==> config.mk <==
export PLATFORM = sky130hd
export DESIGN_NAME = float_text_format_classifier_core
export DESIGN_NICKNAME = d
export VERILOG_FILES = /design/src/ftfc_pkg.sv /design/src/ftfc_track.sv /design/src/float_text_format_classifier_core.sv
export VERILOG_INCLUDE_DIRS = /design/src /design/src/src
export SDC_FILE = /design/constraint.sdc
export NUM_CORES = 1
export LEC_CHECK = 0
export BUFFER_PORTS_ARGS = -buffer_cell sky130_fd_sc_hd__buf_4
export CORE_ASPECT_RATIO = 1.1
export CORE_MARGIN = 8
export CORE_UTILIZATION = 54
export CTS_CLUSTER_DIAMETER = 150
export DETAILED_ROUTE_END_ITERATION = 16
export GPL_ROUTABILITY_DRIVEN = 1
export PLACE_DENSITY = 0.72
export SETUP_SLACK_MARGIN = 0.1
export SLEW_MARGIN = 10
export SYNTH_ARGS = -nofsm -noshare
export SYNTH_HDL_FRONTEND = slang
export SYNTH_SLANG_ARGS = --single-unit
==> constraint.sdc <==
create_clock -name clock -period 14.4 [get_ports clock]
set_input_delay 0.72 -clock clock [delete_from_list [all_inputs] [get_ports clock]]
set_output_delay 0.72 -clock clock [all_outputs]
set_load 0.05 [all_outputs]
==> src/float_text_format_classifier_core_defines.svh <==
`ifndef FLOAT_TEXT_FORMAT_CLASSIFIER_CORE_DEFINES_SVH
`define FLOAT_TEXT_FORMAT_CLASSIFIER_CORE_DEFINES_SVH

// Same-cycle implication, checked outside reset.
`define FTFC_ASSERT_NOW(label, clk, rst, ante, cons, msg) \
   label: assert property (@(posedge clk) disable iff (rst) (ante) |-> (cons)) \
      else $error(msg);

// Next-cycle implication, checked outside reset.
`define FTFC_ASSERT_NEXT(label, clk, rst, ante, cons, msg) \
   label: assert property (@(posedge clk) disable iff (rst) (ante) |=> (cons)) \
      else $error(msg);

`endif

==> src/ftfc_pkg.sv <==
package ftfc_pkg;

   localparam int POS_W = 7;
   localparam logic [POS_W-1:0] MAX_CHARS = 7'd64;

   localparam logic [7:0] CH_ZERO  = 8'h30;
   localparam logic [7:0] CH_NINE  = 8'h39;
   localparam logic [7:0] CH_UPPER_E = 8'h45;
   localparam logic [7:0] CH_LOWER_E = 8'h65;
   localparam logic [7:0] CH_PLUS  = 8'h2B;
   localparam logic [7:0] CH_MINUS = 8'h2D;
   localparam logic [7:0] CH_DOT   = 8'h2E;

   localparam logic [3:0] SIG_CODE_MAX = 4'd15;
   localparam logic [1:0] EXP_CODE_MAX = 2'd3;

   typedef enum logic [1:0] {
      ERR_NONE        = 2'd0,
      ERR_UNSUPPORTED = 2'd1,
      ERR_MALFORMED   = 2'd2
   } err_code_type;

   typedef enum logic [1:0] {
      SIGN_NONE  = 2'd0,
      SIGN_PLUS  = 2'd1,
      SIGN_MINUS = 2'd2
   } exp_sign_type;

   typedef struct packed {
      logic [7:0] char_code;
      logic       last_char;
   } req_payload_type;

   typedef struct packed {
      err_code_type error_code;
      logic         scientific;
      logic         upper_e;
      exp_sign_type exponent_sign;
      logic [1:0]   exponent_digits_code;
      logic [3:0]   significant_digits_code;
   } rsp_payload_type;

endpackage

==> src/ftfc_track.sv <==
module ftfc_track (
   input  logic                     clock,
   input  logic                     reset,
   input  logic                     step_en,
   input  ftfc_pkg::req_payload_type item,
   output ftfc_pkg::rsp_payload_type result
);
   import ftfc_pkg::*;

   logic [POS_W-1:0] cp_ff, cp_in;
   logic             dot_seen_ff, dot_seen_in;
   logic [POS_W-1:0] dot_pos_ff, dot_pos_in;
   logic             exp_seen_ff, exp_seen_in;
   logic [POS_W-1:0] exp_pos_ff, exp_pos_in;
   logic [POS_W-1:0] fsp_ff, fsp_in;
   logic             x_upper_ff, x_upper_in;
   logic             x_plus_ff, x_plus_in;
   logic             x_minus_ff, x_minus_in;
   logic             x_valid_ff, x_valid_in;
   logic             lz_nondig_ff, lz_nondig_in;
   logic             lz_zero_ff, lz_zero_in;
   logic             lz_next_ff, lz_next_in;
   logic [POS_W-1:0] ecount_ff, ecount_in;
   logic             too_long_ff, too_long_in;

   // Scan one character.
   always_comb begin
      logic [7:0]       c;
      logic             dig;
      logic             letter;
      logic [POS_W-1:0] p;
      logic [POS_W-1:0] lead;
      logic [POS_W-1:0] q;

      c      = item.char_code;
      dig    = (c >= CH_ZERO) && (c <= CH_NINE);
      letter = (c == CH_UPPER_E) || (c == CH_LOWER_E);
      p      = cp_ff;
      q      = p - exp_pos_ff;
      lead   = '0;

      cp_in        = cp_ff;
      dot_seen_in  = dot_seen_ff;
      dot_pos_in   = dot_pos_ff;
      exp_seen_in  = exp_seen_ff;
      exp_pos_in   = exp_pos_ff;
      fsp_in       = fsp_ff;
      x_upper_in   = x_upper_ff;
      x_plus_in    = x_plus_ff;
      x_minus_in   = x_minus_ff;
      x_valid_in   = x_valid_ff;
      lz_nondig_in = lz_nondig_ff;
      lz_zero_in   = lz_zero_ff;
      lz_next_in   = lz_next_ff;
      ecount_in    = ecount_ff;
      too_long_in  = too_long_ff;

      if (step_en) begin
         if (p >= MAX_CHARS) begin
            too_long_in = 1'b1;
         end else begin
            if ((p == '0) && !dig) lz_nondig_in = 1'b1;
            lead = {{(POS_W-1){1'b0}}, lz_nondig_in};
            if ((p == lead) && (c == CH_ZERO)) lz_zero_in = 1'b1;
            if ((p == lead + POS_W'(1)) && dig) lz_next_in = 1'b1;

            if (exp_seen_ff) begin
               ecount_in = ecount_ff + POS_W'(1);
               if (q == POS_W'(1)) begin
                  if (dig) x_valid_in = 1'b1;
                  else if (c == CH_PLUS) x_plus_in = 1'b1;
                  else if (c == CH_MINUS) x_minus_in = 1'b1;
               end else if ((q == POS_W'(2)) && dig && (x_plus_ff || x_minus_ff)) begin
                  x_valid_in = 1'b1;
               end
            end else if (letter) begin
               exp_seen_in = 1'b1;
               exp_pos_in  = p;
               if (c == CH_UPPER_E) x_upper_in = 1'b1;
            end else if (dot_seen_ff && (fsp_ff == '0) && (c != CH_ZERO)) begin
               fsp_in = p;
            end

            if ((c == CH_DOT) && !dot_seen_ff) begin
               dot_seen_in = 1'b1;
               dot_pos_in  = p;
            end
            cp_in = p + POS_W'(1);
         end
      end
   end

   // Classify from the state that includes this character.
   always_comb begin
      logic [POS_W-1:0] first;
      logic [POS_W-1:0] end_pos;
      logic [POS_W-1:0] diff;
      logic             dec;
      logic [POS_W-1:0] sig_m1;
      logic             has_sign;
      logic [POS_W-1:0] ed_m1;

      first   = {{(POS_W-1){1'b0}}, lz_nondig_in};
      if (lz_zero_in && dot_seen_in && (fsp_in != '0)) first = fsp_in;
      end_pos = exp_seen_in ? exp_pos_in : cp_in;
      diff    = end_pos - first;
      dec     = dot_seen_in && (first < dot_pos_in);
      sig_m1  = diff - POS_W'(1) - {{(POS_W-1){1'b0}}, dec};
      has_sign = x_plus_in || x_minus_in;
      if (ecount_in <= {{(POS_W-1){1'b0}}, has_sign}) ed_m1 = '0;
      else ed_m1 = ecount_in - {{(POS_W-1){1'b0}}, has_sign} - POS_W'(1);

      result = '0;
      if (too_long_in) begin
         result.error_code = ERR_MALFORMED;
      end else if (exp_seen_in && !x_valid_in) begin
         result.error_code = ERR_UNSUPPORTED;
      end else if (lz_zero_in && lz_next_in) begin
         result.error_code = ERR_UNSUPPORTED;
      end else if ((first >= end_pos) || ((diff == POS_W'(1)) && dec)) begin
         result.error_code = ERR_MALFORMED;
      end else begin
         result.error_code = ERR_NONE;
         result.significant_digits_code =
            (sig_m1 > POS_W'(SIG_CODE_MAX)) ? SIG_CODE_MAX : sig_m1[3:0];
         if (exp_seen_in) begin
            result.scientific = 1'b1;
            result.upper_e    = x_upper_in;
            if (x_plus_in) result.exponent_sign = SIGN_PLUS;
            else if (x_minus_in) result.exponent_sign = SIGN_MINUS;
            else result.exponent_sign = SIGN_NONE;
            result.exponent_digits_code =
               (ed_m1 > POS_W'(EXP_CODE_MAX)) ? EXP_CODE_MAX : ed_m1[1:0];
         end
      end
   end

   always_ff @(posedge clock) begin
      if (reset || (step_en && item.last_char)) begin
         cp_ff        <= '0;
         dot_seen_ff  <= 1'b0;
         dot_pos_ff   <= '0;
         exp_seen_ff  <= 1'b0;
         exp_pos_ff   <= '0;
         fsp_ff       <= '0;
         x_upper_ff   <= 1'b0;
         x_plus_ff    <= 1'b0;
         x_minus_ff   <= 1'b0;
         x_valid_ff   <= 1'b0;
         lz_nondig_ff <= 1'b0;
         lz_zero_ff   <= 1'b0;
         lz_next_ff   <= 1'b0;
         ecount_ff    <= '0;
         too_long_ff  <= 1'b0;
      end else begin
         cp_ff        <= cp_in;
         dot_seen_ff  <= dot_seen_in;
         dot_pos_ff   <= dot_pos_in;
         exp_seen_ff  <= exp_seen_in;
         exp_pos_ff   <= exp_pos_in;
         fsp_ff       <= fsp_in;
         x_upper_ff   <= x_upper_in;
         x_plus_ff    <= x_plus_in;
         x_minus_ff   <= x_minus_in;
         x_valid_ff   <= x_valid_in;
         lz_nondig_ff <= lz_nondig_in;
         lz_zero_ff   <= lz_zero_in;
         lz_next_ff   <= lz_next_in;
         ecount_ff    <= ecount_in;
         too_long_ff  <= too_long_in;
      end
   end

endmodule

==> src/float_text_format_classifier_core.sv <==
// Channel | Dir | Handshake            | Beat
// req     | in  | req_valid/req_ready  | req_payload: one character, last flag
// rsp     | out | rsp_valid/rsp_ready  | rsp_payload: format of one whole text
//
// One character per cycle, sustained while no stalled result holds a last character;
// each beat waits in the input register while the scan logic updates the per-text
// state. The result register loads as the last character leaves the input register.
// Reset clears the scan state and both valid flags; state also clears after
// each last character. A stalled result blocks only a waiting last character.
module float_text_format_classifier_core (
   input  logic                     clock,
   input  logic                     reset,
   input  logic                     req_valid,
   output logic                     req_ready,
   input  ftfc_pkg::req_payload_type req_payload,
   output logic                     rsp_valid,
   input  logic                     rsp_ready,
   output ftfc_pkg::rsp_payload_type rsp_payload
);
   import ftfc_pkg::*;
   `include "float_text_format_classifier_core_defines.svh"

   logic            in_valid_ff;
   req_payload_type in_item_ff;
   logic            rsp_valid_ff, rsp_valid_in;
   rsp_payload_type rsp_payload_ff;
   rsp_payload_type scan_result;
   logic            advance;

   // A non-last character never needs the result register.
   assign advance   = in_valid_ff &&
                      (!in_item_ff.last_char || !rsp_valid_ff || rsp_ready);
   assign req_ready = !in_valid_ff || advance;

   ftfc_track u_track (
      .clock   (clock),
      .reset   (reset),
      .step_en (advance),
      .item    (in_item_ff),
      .result  (scan_result)
   );

   always_comb begin
      rsp_valid_in = rsp_valid_ff;
      if (advance && in_item_ff.last_char) rsp_valid_in = 1'b1;
      else if (rsp_ready) rsp_valid_in = 1'b0;
   end

   always_ff @(posedge clock) begin
      if (reset) begin
         in_valid_ff  <= 1'b0;
         rsp_valid_ff <= 1'b0;
      end else begin
         if (req_ready) in_valid_ff <= req_valid;
         rsp_valid_ff <= rsp_valid_in;
      end
      if (req_valid && req_ready) in_item_ff <= req_payload;
      if (advance && in_item_ff.last_char) rsp_payload_ff <= scan_result;
   end

   assign rsp_valid   = rsp_valid_ff;
   assign rsp_payload = rsp_payload_ff;

   `FTFC_ASSERT_NOW(a_err_clears_fields, clock, reset,
      rsp_valid_ff && (rsp_payload_ff.error_code != ERR_NONE),
      !rsp_payload_ff.scientific && (rsp_payload_ff.significant_digits_code == 4'd0),
      "error result carries nonzero fields")
   `FTFC_ASSERT_NOW(a_plain_no_exp, clock, reset,
      rsp_valid_ff && !rsp_payload_ff.scientific,
      !rsp_payload_ff.upper_e && (rsp_payload_ff.exponent_sign == SIGN_NONE) &&
      (rsp_payload_ff.exponent_digits_code == 2'd0),
      "exponent fields set without exponent")
   `FTFC_ASSERT_NEXT(a_last_held, clock, reset,
      in_valid_ff && in_item_ff.last_char && rsp_valid_ff && !rsp_ready,
      in_valid_ff && in_item_ff.last_char,
      "last character dropped while result stalled")
   `FTFC_ASSERT_NEXT(a_last_gives_rsp, clock, reset,
      advance && in_item_ff.last_char,
      rsp_valid_ff,
      "last character produced no result")

endmodule
Word level (Yosys, flattened, before mapping):

Cells that the tools add are included.

* register bits after elaboration: 68
* input port bits: 13
* output and inout bits: 14

* add/subtract/negate cells: 9
* magnitude comparators: 8
* equal/unequal tests: 12
* mux-type cells: 74
* bitwise operators: 1
* reductions and logical operators: 39

Operator list (count)
* 7-bit two-way mux: 20
* 1-bit two-way mux: 46
* 8-bit by 6-bit equality test with 1-bit output, second input constant: 4
* 1-bit logical AND: 18
* 8-bit by 7-bit equality test with 1-bit output, second input constant: 2
* 7-bit by 1-bit adder with 7-bit output, second input constant: 2
* 7-bit by 1-bit equality test with 1-bit output, second input constant: 2
* 7-bit logical NOT: 2
* 7-bit by 1-bit subtractor with 7-bit output: 2
* 7-bit by 1-bit subtractor with 7-bit output, second input constant: 2
* 7-bit subtractor: 2
* 2-bit two-way mux: 6
* 8-bit by 6-bit greater-or-equal comparator with 1-bit output, second input constant: 1
* 8-bit by 6-bit <= comparator with 1-bit output, second input constant: 1
* 1-bit logical OR: 8
* 8-bit by 6-bit != test with 1-bit output, second input constant: 1
* 7-bit by 1-bit equality test with 1-bit output: 1
* 7-bit by 2-bit equality test with 1-bit output, second input constant: 1
* 7-bit equality test: 1
* 7-bit greater-or-equal comparator: 1
* 7-bit greater-or-equal comparator, second input constant: 1
* 7-bit by 2-bit > comparator with 1-bit output, second input constant: 1
* 7-bit by 4-bit > comparator with 1-bit output, second input constant: 1
* 7-bit by 1-bit <= comparator with 1-bit output: 1
* other kinds (11): 16

Longest topological paths before layout:

Gate-level depths: netlist of the first run.

* depth in word-level cells: 22
* depth in mapped cells: 24
* depth with buffers taken out: 23

Modules after synthesis:

From an unflattened synthesis of the first run, not the netlist that was laid out.

* cell total of the unflattened synthesis: 464
* area total of the unflattened synthesis: 4141.5 um^2

By module, submodules not included
* ftfc_track: instances 1, cells each 431, area an instance 3407.0 um^2, seq. area each 900.9 um^2
* float_text_format_classifier_core: instances 1, cells each 33, area an instance 734.5 um^2, seq. area each 670.6 um^2

Worst setup path after synthesis of the first run:

Ideal clock, no wire load.

* kind: input port to flip-flop
* from: in rsp_ready
* to: reg rsp_payload_ff (netlist bit rsp_payload[3]) (data pin)
* library setup time: 0.290 ns
* arrival: 4.789 ns
* data required time: 14.110 ns
* path slack: 9.321 ns
* stages: 21
* path buffers: 0
* cells stage by stage: nand3b_1 -> nand2_1 -> nor4b_2 -> a21oi_1 -> or2_2 -> inv_1 -> ha_1 -> a21o_1 -> a21o_1 -> a221o_1 -> a211oi_1 -> nand2_1 -> mux2_2 -> nor2b_1 -> ha_1 -> inv_1 -> ha_1 -> nand3_1 -> o31a_1 -> o22ai_1 -> a2111oi_0

* word-level cells in the longest chain between the ends: 11

Ends and longest elaborated chain
* start: declaration: RTL line float_text_format_classifier_core.sv:17 `input logic rsp_ready,`
* 1-bit logical OR (*): RTL line float_text_format_classifier_core.sv:32 `(!in_item_ff.last_char || !rsp_valid_ff || rsp_ready);`
* 1-bit logical AND (*): RTL line float_text_format_classifier_core.sv:31 `assign advance = in_valid_ff &&`
* 7-bit two-way mux / 1-bit two-way mux (equally long branches): RTL line ftfc_track.sv:58 `if (step_en) begin`
* 7-bit nonzero test / 1-bit logical AND (equally long branches): RTL line ftfc_track.sv:104 `if (lz_zero_in && dot_seen_in && (fsp_in != '0)) first = fsp_in;`
* 1-bit logical AND: RTL line ftfc_track.sv:104
* 7-bit two-way mux: RTL line ftfc_track.sv:104
* 7-bit subtractor / 7-bit < comparator (equally long branches): RTL line ftfc_track.sv:106, ftfc_track.sv:107
* 7-bit by 1-bit subtractor with 7-bit output (tied with other cells): RTL line ftfc_track.sv:108 `sig_m1 = diff - POS_W'(1) - {{(POS_W-1){1'b0}}, dec};`
* 7-bit by 1-bit subtractor with 7-bit output / 1-bit logical AND (equally long branches): RTL line ftfc_track.sv:108, ftfc_track.sv:120
* 7-bit by 4-bit > comparator with 1-bit output / 1-bit logical OR (equally long branches): RTL line ftfc_track.sv:125, ftfc_track.sv:120
* 4-bit two-way mux / 4-bit OR reduction (equally long branches)
* end signal: assignment: RTL line float_text_format_classifier_core.sv:58 `if (advance && in_item_ff.last_char) rsp_payload_ff <= scan_result;`
* end: declaration: RTL line float_text_format_classifier_core.sv:26 `rsp_payload_type rsp_payload_ff;`

Mark *: on every way between the ends. The rest lies on a longest branch, timed or not.
A chain may end at the register's enable or synchronous reset.

Final worst setup path of the first run:

* from: reg in_item_ff[5] (netlist name)
* to: reg rsp_payload_ff (netlist bit rsp_payload[3]) (data pin)

* word-level cells in the longest chain between the ends: 20

Ends and longest elaborated chain
* start: declaration: RTL line float_text_format_classifier_core.sv:24 `req_payload_type in_item_ff;`
* start signal: assignment: RTL line float_text_format_classifier_core.sv:57 `if (req_valid && req_ready) in_item_ff <= req_payload;`
* 8-bit by 6-bit greater-or-equal comparator with 1-bit output / 8-bit by 6-bit <= comparator with 1-bit output (equally long branches): RTL line ftfc_track.sv:36 `dig = (c >= CH_ZERO) && (c <= CH_NINE);`
* 1-bit logical AND: RTL line ftfc_track.sv:36
* 1-bit logical NOT: RTL line ftfc_track.sv:62 `if ((p == '0) && !dig) lz_nondig_in = 1'b1;`
* 1-bit logical AND: RTL line ftfc_track.sv:62
* 1-bit two-way mux: RTL line ftfc_track.sv:62
* 1-bit two-way mux: RTL line ftfc_track.sv:59 `if (p >= MAX_CHARS) begin`
* 1-bit two-way mux: RTL line ftfc_track.sv:58
* 7-bit by 1-bit equality test with 1-bit output: RTL line ftfc_track.sv:64 `if ((p == lead) && (c == CH_ZERO)) lz_zero_in = 1'b1;`
* [3 not listed]
* 1-bit two-way mux: RTL line ftfc_track.sv:58
* 1-bit logical AND (2 in a row): RTL line ftfc_track.sv:104
* 7-bit two-way mux: RTL line ftfc_track.sv:104
* 7-bit subtractor / 7-bit < comparator (equally long branches): RTL line ftfc_track.sv:106, ftfc_track.sv:107
* 7-bit by 1-bit subtractor with 7-bit output (tied with other cells): RTL line ftfc_track.sv:108
* 7-bit by 1-bit subtractor with 7-bit output / 1-bit logical AND (equally long branches): RTL line ftfc_track.sv:108, ftfc_track.sv:120
* 7-bit by 4-bit > comparator with 1-bit output / 1-bit logical OR (equally long branches): RTL line ftfc_track.sv:125, ftfc_track.sv:120
* 4-bit two-way mux / 4-bit OR reduction (equally long branches)

Parallel ways exist; a longest one is shown, timed or not. The select of a mux whose other input is x is not followed.

==> results of run 1 <==
## sequential cells by signal, summed over array words and instances, names as in the netlist
| name | count |
|---|---|
| in_item_ff | 9 |
| in_valid_ff | 1 |
| rsp_payload | 12 |
| rsp_valid | 1 |
| u_track.cp_ff | 7 |
| u_track.dot_pos_ff | 7 |
| u_track.dot_seen_ff | 1 |
| u_track.ecount_ff | 7 |
| u_track.exp_pos_ff | 7 |
| u_track.exp_seen_ff | 1 |
| u_track.fsp_ff | 7 |
| u_track.lz_next_ff | 1 |
| u_track.lz_nondig_ff | 1 |
| u_track.lz_zero_ff | 1 |
| u_track.too_long_ff | 1 |
| u_track.x_minus_ff | 1 |
| u_track.x_plus_ff | 1 |
| u_track.x_upper_ff | 1 |
| u_track.x_valid_ff | 1 |
## cell type report
type / count / area, um^2 / share of cell area (%)
Clock buffer: 10 / 128 / 2.69
Clock inverter: 6 / 87.6 / 1.85
Inverter: 33 / 124 / 2.61
Multi-Input combinational cell: 364 / 2500 / 52.8
Sequential cell: 68 / 1570 / 33.1
Tap cell: 108 / 135 / 2.85
Timing Repair Buffer: 26 / 195 / 4.12
## stage by stage
stage	power (uW)	setup slack, ps	utilization, %	std cells	instance area [um^2]
after floorplan	255	9320	-	485	4290
after global placement	268	8860	57.8	599	4530
after detailed placement	270	8680	57.8	599	4530
after CTS	441	8740	60.6	615	4740
after global routing	454	8400	60.6	615	4740
final	438	8710	60.6	615	4740
## per-layer routing
metal  vias to the layer above  part of all wire, %  global-route usage [%]
li1                       1784                    -                       -
met1                      1703                   45                    22.6
met2                        90                   48                    31.3
met3                        15                  5.5                    4.18
met4                         0                  1.5                    6.71
met5                         -                    0                       0
## cell families (layout without fill, tap and decap cells)
kind of cell	after synthesis	count (layout)	synth area share, %
AO/OA/AOI/OAI	100	100	17.0
XOR/XNOR	24	24	4.91
adder cells (fa/ha/maj)	29	29	8.82
buffers and inverters	53	75	4.93
flip-flops	68	68	36.7
multiplexers	14	14	3.30
AND/OR/NAND/NOR	197	197	24.4
## layout by cell type, fill, tap and decap left out, types with 9 or more instances in the layout
cell	synthesis	final
nor2_1	66	66
o21ai_0	20	20
clkbuf_8	0	9
mux2i_1	13	13
inv_1	33	33
buf_4	0	26
xnor2_1	14	14
nor3_1	10	10
nand2_1	28	28
ha_1	27	27
xor2_1	10	10
edfxtp_1	21	21
dfxtp_1	47	47
nand3_1	18	18
a21oi_1	27	27
## cells in the mapped netlist, types with 3 or more instances
master	number	area (um^2)
a211oi_1	5	37.5
o31ai_1	3	22.5
or3_1	6	37.5
nor3b_1	4	30.0
mux2i_1	13	130
xnor2_1	14	123
nand4_1	8	50.1
nor3_1	10	50.1
or2_2	6	37.5
a21o_1	6	45.0
nor3_2	3	30.0
nor4b_1	3	26.3
nand2_1	28	105
a21oi_1	27	135
nand3b_1	5	37.5
nor4_1	7	43.8
clkbuf_1	15	56.3
o22ai_1	3	18.8
nand3_1	18	90.1
buf_2	4	20.0
nor2_1	66	248
and3_1	3	18.8
inv_1	33	124
o21ai_0	20	100
nor2b_1	8	50.1
dfxtp_1	47	941
ha_1	27	338
and3b_1	3	26.3
edfxtp_1	21	631
a21boi_0	4	30.0
and2_1	6	37.5
o211ai_1	3	22.5
xor2_1	10	87.6
## power by group through the flow
stage                     sequential [uW]  combinational, uW  clock (uW)
after global routing                  207               65.4         182
after detailed placement              211               59.3           0
after floorplan                       215               39.9           0
after global placement                211               57.4           0
final                                 206               60.0         172
after CTS                             206               59.8         175
## worst max-delay path by stage
stage	end	slack [ps]	startpoint	cells past startpoint
floorplan	rsp_payload[3]$_SDFFCE_PP0P_	9320	rsp_ready	21
global placement	rsp_payload[3]$_SDFFCE_PP0P_	8860	rsp_ready	20
detailed placement	rsp_payload[3]$_SDFFCE_PP0P_	8680	rsp_ready	21
CTS	rsp_payload[3]$_SDFFCE_PP0P_	8740	in_item_ff[5]$_DFFE_PP_	18
global route	rsp_payload[3]$_SDFFCE_PP0P_	8400	in_item_ff[5]$_DFFE_PP_	19
finish	rsp_payload[3]$_SDFFCE_PP0P_	8710	in_item_ff[5]$_DFFE_PP_	19
## worst max-delay path: stages, from the launching register on
cell and delay (ps):
edfxtp_1 400, nor4b_1 650, nand4_1 180, nor3_1 780, mux2i_1 320, ha_1 280
a21o_1 160, a21o_1 180, a221o_1 300, a211oi_1 380, nand2_1 100, mux2_2 280
nor2b_1 130, ha_1 180, inv_1 70, nand3_1 130, o21ai_0 140, o41a_1 230
o22ai_1 140, a2111oi_0 430
==> flow_summary.toml, run 1 <==
[clock_tree]
postCtsSetupRepairBufs = 0
cts_made_buffers = 9
root_buffer = "clkbuf_8"
ctsResizeCount = 0
clk_pin_slew_worst_paths_ps = 70
clock-sinks = 68
clk-insertion-delay-late_ps = 350
max-clock-path-buffers = 2
cts_tree = "built"
htree_levels = 3
hold_buffers = 0

[yosys]
synthCells = 485
ys_types = 68
synth_edf_count = 21
ys_ff_latch = 68
postSynthNetCount = 527
async_reset_ff_share_pct = 0
yosys_warnings = 0
synthesis.area_um2 = 4290
syn_area_per_cell_um2 = 8.84
ys_seq_area_share_pct = 36.7
synthFlopType = "dfxtp_1"

[power]
clockPowerShare_pct = 39.2
switchingPower_uw = 114
power.share.sequential_pct = 47.1
p_per_area_nw_per_um2 = 92.4
vdd_drop_max_uv = 61.5
comb_power_share_pct = 13.7
power.internal_uw = 324
power.share.switching_pct = 26.1
leakage_uw = 0.00180

[timing]
timing.hold.ws_ps = 473
rsz0062_at_grt = "no"
fin_skew_ps = 6.66
setup_viol = 0
relSlewSlack_pct = 33.3
tns_ps = 0
hold_viol = 0
max_freq_ghz = 0.176
period_needed_ps = 5690
finalCritPeriodShare_pct = 39.5
drv_slew = 0
worst_slew_pin_slew_ps = 993

[grt]
gr-usage-all-layers_pct = 18.5
grt_max_degree = 46
grt_overflow = 0
grt_pass1_vias = 3451
grt_pass1_wl_mm = 16.2
antenna_found_initial = 0

[setup_path]
cp.required_ps = 14530
r2r_end = "rsp_payload[3]$_SDFFCE_PP0P_"
cp-start-kind = "flop"
cp_max_fo = 5
cp.arrival_ps = 5820
worstReg2RegStart = "in_item_ff[5]$_DFFE_PP_"
worst-setup-path-type = "reg2reg"
critPathCaptureType = "flop"
rr_worst_depth = 19
reg2reg_slack_ps = 8710

[layout]
antenna_cells = 0
fill_cells = 733
drive_gt1_share_pct = 12.4
nets = 544
syn2layout_area_growth_pct = 10.7

[floorplanning]
start_util_pct = 54.7
die-width_um = 101
fp.dieH_um = 109
rows = 34
design.portCount = 27
coreArea_um2 = 7830
die_area_um2 = 11000

[routing]
vias = 3592
vias_per_cell = 5.84
finalWirelength_mm = 9.81
drt-initial-drc-count = 179
ant_nets = 0
firstDrtPassIters = 4
drc = 0
routedWlPerCell_um = 16.0

[worst_hold_path]
min_from = "u_track.fsp_ff[6]$_SDFF_PP0_"
whs_path_depth = 2
min_to = "u_track.fsp_ff[6]$_SDFF_PP0_"
hold_path.class = "reg2reg"

[place]
dp_hpwl_mm = 7.51
io_buffers = 26
finalWeightedCongestion = 0.896

[status]
status = "complete, no violations"

[run]
drv_cap = 0
Power figures use the tool's default switching activity.
==> inputs of run 2 (changes only) <==
--- a/config.mk
+++ b/config.mk
@@ -13,7 +13,7 @@
 export CTS_CLUSTER_DIAMETER = 150
 export DETAILED_ROUTE_END_ITERATION = 16
 export GPL_ROUTABILITY_DRIVEN = 1
-export PLACE_DENSITY = 0.72
+export PLACE_DENSITY = 0.75
 export SETUP_SLACK_MARGIN = 0.1
 export SLEW_MARGIN = 10
 export SYNTH_ARGS = -nofsm -noshare
==> constraint.sdc (replaced) <==
create_clock -name clock -period 5.03 [get_ports clock]
set_input_delay 0.2515 -clock clock [delete_from_list [all_inputs] [get_ports clock]]
set_output_delay 0.2515 -clock clock [all_outputs]
set_load 0.05 [all_outputs]
==> flow_summary.toml, run 2 (same netlist as run 1, synthesis figures left out) <==
[status]
status = "complete, no violations"

[clock_tree]
max-clock-path-buffers = 2
clock-sinks = 68
hold_buffers = 0
clk_pin_slew_worst_paths_ps = 80
clk-insertion-delay-late_ps = 360
htree_levels = 3
cts_made_buffers = 9
cts_tree = "built"
root_buffer = "clkbuf_8"

[routing]
drc = 0
vias_per_cell = 5.93
ant_nets = 0
vias = 3880
drt-initial-drc-count = 242
routedWlPerCell_um = 17.0
finalWirelength_mm = 11.1
firstDrtPassIters = 4

[setup_path]
cp-endpoint = "rsp_payload[3]$_SDFFCE_PP0P_"
cp_slowest_cell = "or4_4"
cp_max_fo = 5
reg2reg_slack_ps = 50
cp-start-kind = "flop"
cp_slowest_stage_delay_ps = 550
worstReg2RegStart = "u_track.cp_ff[3]$_SDFF_PP0_"
path_delay_family = "compound AO/OA/AOI/OAI gates"
path_depth = 21
rr_worst_depth = 21
worst-setup-path-type = "reg2reg"
r2r_end = "rsp_payload[3]$_SDFFCE_PP0P_"
critPathCaptureType = "flop"
path_cells = "or4_4 -> a2111oi_4 -> o211ai_2 -> a31oi_4 -> or2_4 -> inv_4 -> ha_4 -> a21o_1 -> a21o_1 -> a221o_1 -> a211oi_2 -> nand2_1 -> mux2_4 -> nor2b_4 -> ha_2 -> inv_2 -> ha_4 -> nand3_2 -> o31a_1 -> o22ai_4 -> a2111oi_2"
cp.required_ps = 5100
crit_start = "u_track.cp_ff[3]$_SDFF_PP0_"
crit_buf_inv = 2
cp.arrival_ps = 5050

[timing]
period_needed_ps = 4980
tns_ps = 0
relSlewSlack_pct = 41.3
setup_viol = 0
drv_slew = 0
rsz0062_at_grt = "yes"
finalCritPeriodShare_pct = 99.0
fin_skew_ps = 12.6
hold_viol = 0
worst_slew_pin_slew_ps = 880
max_freq_ghz = 0.201
timing.hold.ws_ps = 66.8

[floorplanning]
die-width_um = 101
design.portCount = 27
start_util_pct = 54.7
die_area_um2 = 11000
fp.dieH_um = 109
coreArea_um2 = 7830
rows = 34

[place]
dp_hpwl_mm = 7.84
finalWeightedCongestion = 0.882
io_buffers = 26
dp_cells = 624
post_dp_cell_area_um2 = 4720

[layout]
drive_gt1_share_pct = 23.6
fin_area_um2 = 5240
nets = 583
layout_common_cells = "66 x nor2_1, 65 x buf_4, 45 x dfxtp_1, 31 x inv_1, 28 x nand2_1"
largest_register_ffs = 12
mostFrequentLayoutCell = "nor2_1"
antenna_cells = 0
final_cells = 654
syn2layout_area_growth_pct = 22.2

[grt]
grt_pass1_vias = 3645
gr-usage-all-layers_pct = 19.9
grt_overflow = 0
grt_pass1_wl_mm = 17.2
grt_max_degree = 46
antenna_found_initial = 0

[power]
leakage_uw = 0.00204
p_per_area_nw_per_um2 = 246
total_power_uw = 1290
vdd_drop_max_uv = 154

[worst_hold_path]
hold_path.class = "in2reg"

[run]
drv_cap = 0
[run 2: cell type report]
| class | count | area, um^2 |
|---|---|---|
| Sequential cell | 68 | 1580 |
| Clock inverter | 6 | 43.8 |
| Clock buffer | 10 | 149 |
| Multi-Input combinational cell | 364 | 2720 |
| Timing Repair Buffer | 65 | 488 |
| Inverter | 33 | 126 |
| Tap cell | 108 | 135 |
| Fill cell | 651 | 2590 |
[run 2: worst min-delay path by stage]
stage / startpoint / slack [ps] / depth (start not counted) / end
2_1_floorplan: reset / 320 / 1 / rsp_valid$_SDFFE_PP0P_
3_3_place_gp: reset / 430 / 2 / rsp_valid$_SDFFE_PP0P_
3_5_place_dp: req_payload[4] / 430 / 1 / in_item_ff[4]$_DFFE_PP_
4_1_cts: reset / 60 / 2 / rsp_valid$_SDFFE_PP0P_
5_1_grt: req_payload[6] / 50 / 1 / in_item_ff[6]$_DFFE_PP_
6_report: reset / 70 / 2 / rsp_valid$_SDFFE_PP0P_
[run 2: worst reg2reg max path, delay by kind of cell, from the launching register on]
family	cells	cell delay [ps]
compound gates	10	2420
simple gates	5	1000
fa+ha+maj	3	530
flops	1	350
mux	1	280
buf+inv	2	120
[run 2: metrics by stage]
stage	util [%]	worst slack [ps]
global placement	60.3	146
detailed placement	60.3	-26.3
global route	66.9	-132
CTS	63.1	101
floorplan	-	195
finish	66.9	48.3
[run 2: layer usage]
metal / GRT usage, % / share of wire, %
met5: 0 / 0
met4: 8.52 / 3.4
met3: 5.07 / 5.6
met2: 33.9 / 48
met1: 23.2 / 43
[run 2: timing repair]
item,in CTS,in global routing
setup endpoints to repair,4,10
resized for setup,5,38
setup buffers,0,14
pin swaps,1,20
[run 2: power breakdown]
group	switching, uW	internal (uW)	leakage, uW
combinational	147	111	0.00136
sequential	7.40	579	0.000577
clock	231	211	0.0000982
==> inputs of run 3 (changes only) <==
--- a/config.mk
+++ b/config.mk
@@ -15,7 +15,7 @@
 export GPL_ROUTABILITY_DRIVEN = 1
 export PLACE_DENSITY = 0.75
 export SETUP_SLACK_MARGIN = 0.1
-export SLEW_MARGIN = 10
+export SLEW_MARGIN = 20
 export SYNTH_ARGS = -nofsm -noshare
 export SYNTH_HDL_FRONTEND = slang
 export SYNTH_SLANG_ARGS = --single-unit
==> constraint.sdc (replaced) <==
create_clock -name clock -period 4 [get_ports clock]
set_input_delay 0.2 -clock clock [delete_from_list [all_inputs] [get_ports clock]]
set_output_delay 0.2 -clock clock [all_outputs]
set_load 0.05 [all_outputs]
==> flow_summary.toml, run 3 (same netlist as run 1, synthesis figures left out) <==
[layout]
largest_register_ffs = 12
drive_gt1_share_pct = 34.9
final_cells = 730
mostFrequentLayoutCell = "buf_4"
layout_common_cells = "139 x buf_4, 66 x nor2_1, 44 x dfxtp_1, 30 x inv_1, 27 x nand2_1"
antenna_cells = 0
syn2layout_area_growth_pct = 37.8
nets = 659

[routing]
vias = 4256
ant_nets = 0
finalWirelength_mm = 12.8
dr_wl_met3_um = 685
vias_per_cell = 5.83
routedWlPerCell_um = 17.5
drt-initial-drc-count = 304
highest_layer = "met4"
dr_wl_met2_mm = 6.57
drc = 0
wl_met1_mm = 5.07
firstDrtPassIters = 5

[place]
dp_cells = 701
dp_hpwl_mm = 9.03
finalWeightedCongestion = 0.939
io_buffers = 26
place_ws_ps = -975

[setup_path]
crit_start = "in_item_ff[2]$_DFFE_PP_"
cp.arrival_ps = 5050
cp_max_fo = 5
rr_worst_depth = 22
cp-start-kind = "flop"
cp-endpoint = "rsp_payload[1]$_SDFFCE_PP0P_"
worstReg2RegStart = "in_item_ff[2]$_DFFE_PP_"
r2r_end = "rsp_payload[1]$_SDFFCE_PP0P_"
worst-setup-path-type = "reg2reg"
critPathCaptureType = "flop"
cp.required_ps = 4080
reg2reg_slack_ps = -970

[power]
vdd_drop_max_uv = 186
p_per_area_nw_per_um2 = 283
total_power_uw = 1670
leakage_uw = 0.00241

[floorplanning]
design.portCount = 27
fp.dieH_um = 109
start_util_pct = 54.7
die-width_um = 101
rows = 34
die_area_um2 = 11000
coreArea_um2 = 7830

[clock_tree]
htree_levels = 3
cts_tree = "built"
clock-sinks = 68
root_buffer = "clkbuf_8"
clk_pin_slew_worst_paths_ps = 90
max-clock-path-buffers = 2
clk-insertion-delay-late_ps = 360
cts_made_buffers = 9

[run]
drv_cap = 0

[timing]
timing.hold.ws_ps = 16.9
rsz0062_at_grt = "yes"
fin_skew_ps = 15.7
finalCritPeriodShare_pct = 124
setup_viol = 11
period_needed_ps = 4970
worst_slew_pin_slew_ps = 915
max_freq_ghz = 0.201
fin_ws_ps = -970
tns_ps = -8580
drv_slew = 0
relSlewSlack_pct = 39.0
hold_viol = 0

[worst_hold_path]
hold_path.class = "in2reg"

[status]
violations = "setup timing"
status = "finished with violations"

[grt]
grt_max_degree = 46
grt_overflow = 0
gr-usage-all-layers_pct = 22.6
grt_pass1_wl_mm = 19.8
grt_pass1_vias = 4220
antenna_found_initial = 0
## run 3: worst min path at each step
stage / startpoint / end / slack (ps) / cells after the start
6_report: reset / rsp_valid$_SDFFE_PP0P_ / 20 / 2
5_1_grt: req_payload[8] / in_item_ff[8]$_DFFE_PP_ / 8 / 1
4_1_cts: reset / rsp_valid$_SDFFE_PP0P_ / 10 / 2
3_5_place_dp: req_payload[3] / in_item_ff[3]$_DFFE_PP_ / 380 / 1
3_3_place_gp: reset / rsp_valid$_SDFFE_PP0P_ / 380 / 2
2_1_floorplan: reset / rsp_valid$_SDFFE_PP0P_ / 270 / 1
## run 3: layout make-up
type / instances / area [um^2]
Multi-Input combinational cell: 364 / 2800
Fill cell: 549 / 1920
Sequential cell: 68 / 1580
Timing Repair Buffer: 141 / 1070
Clock buffer: 10 / 149
Tap cell: 108 / 135
Inverter: 33 / 126
Clock inverter: 6 / 51.3
## run 3: per-stage QoR
step	instance area, um^2	utilization (%)
finish	5910	75.5
global route	5910	75.5
CTS	5730	73.3
global placement	5390	68.8
detailed placement	5390	68.8
floorplan	4380	-
## run 3: repair_timing
action,in CTS,in global routing
endpoints found under the setup margin,11,11
buffers inserted,8,5
resized for setup,18,21
hold buffers,0,0
gates cloned,0,0
pin swaps,19,13
endpoints found under the hold margin,0,0
## run 3: critical path, cell delays in order (launching register included)
cell       delay (ps)
edfxtp_1          490
o21ai_0           180
buf_4             190
a2111oi_4         390
o211ai_2          150
a31oi_4           270
or3_4             170
inv_1              40
ha_1              180
a21o_1            190
a21o_1            170
a221o_1           360
a211oi_4          290
nand2_1           100
mux2_4            280
nor2b_4           140
ha_4              170
inv_4              70
ha_4              140
nand3_2            60
o31a_1            280
o22ai_4           260
a2111oi_4         120
## run 3: power breakdown
part	total [uW]	leakage [uW]	internal (uW)	switching, uW
sequential	738	0.000577	729	8.72
clock	565	0.0000990	271	294
combinational	371	0.00173	171	200
total	1670	0.00241	1170	503
## run 3: per-layer routing
metal,track usage [%],vias up
met1,25.1,2036
met5,0,-
li1,-,2014
met3,4.18,44
met4,11.9,0
met2,40.3,162
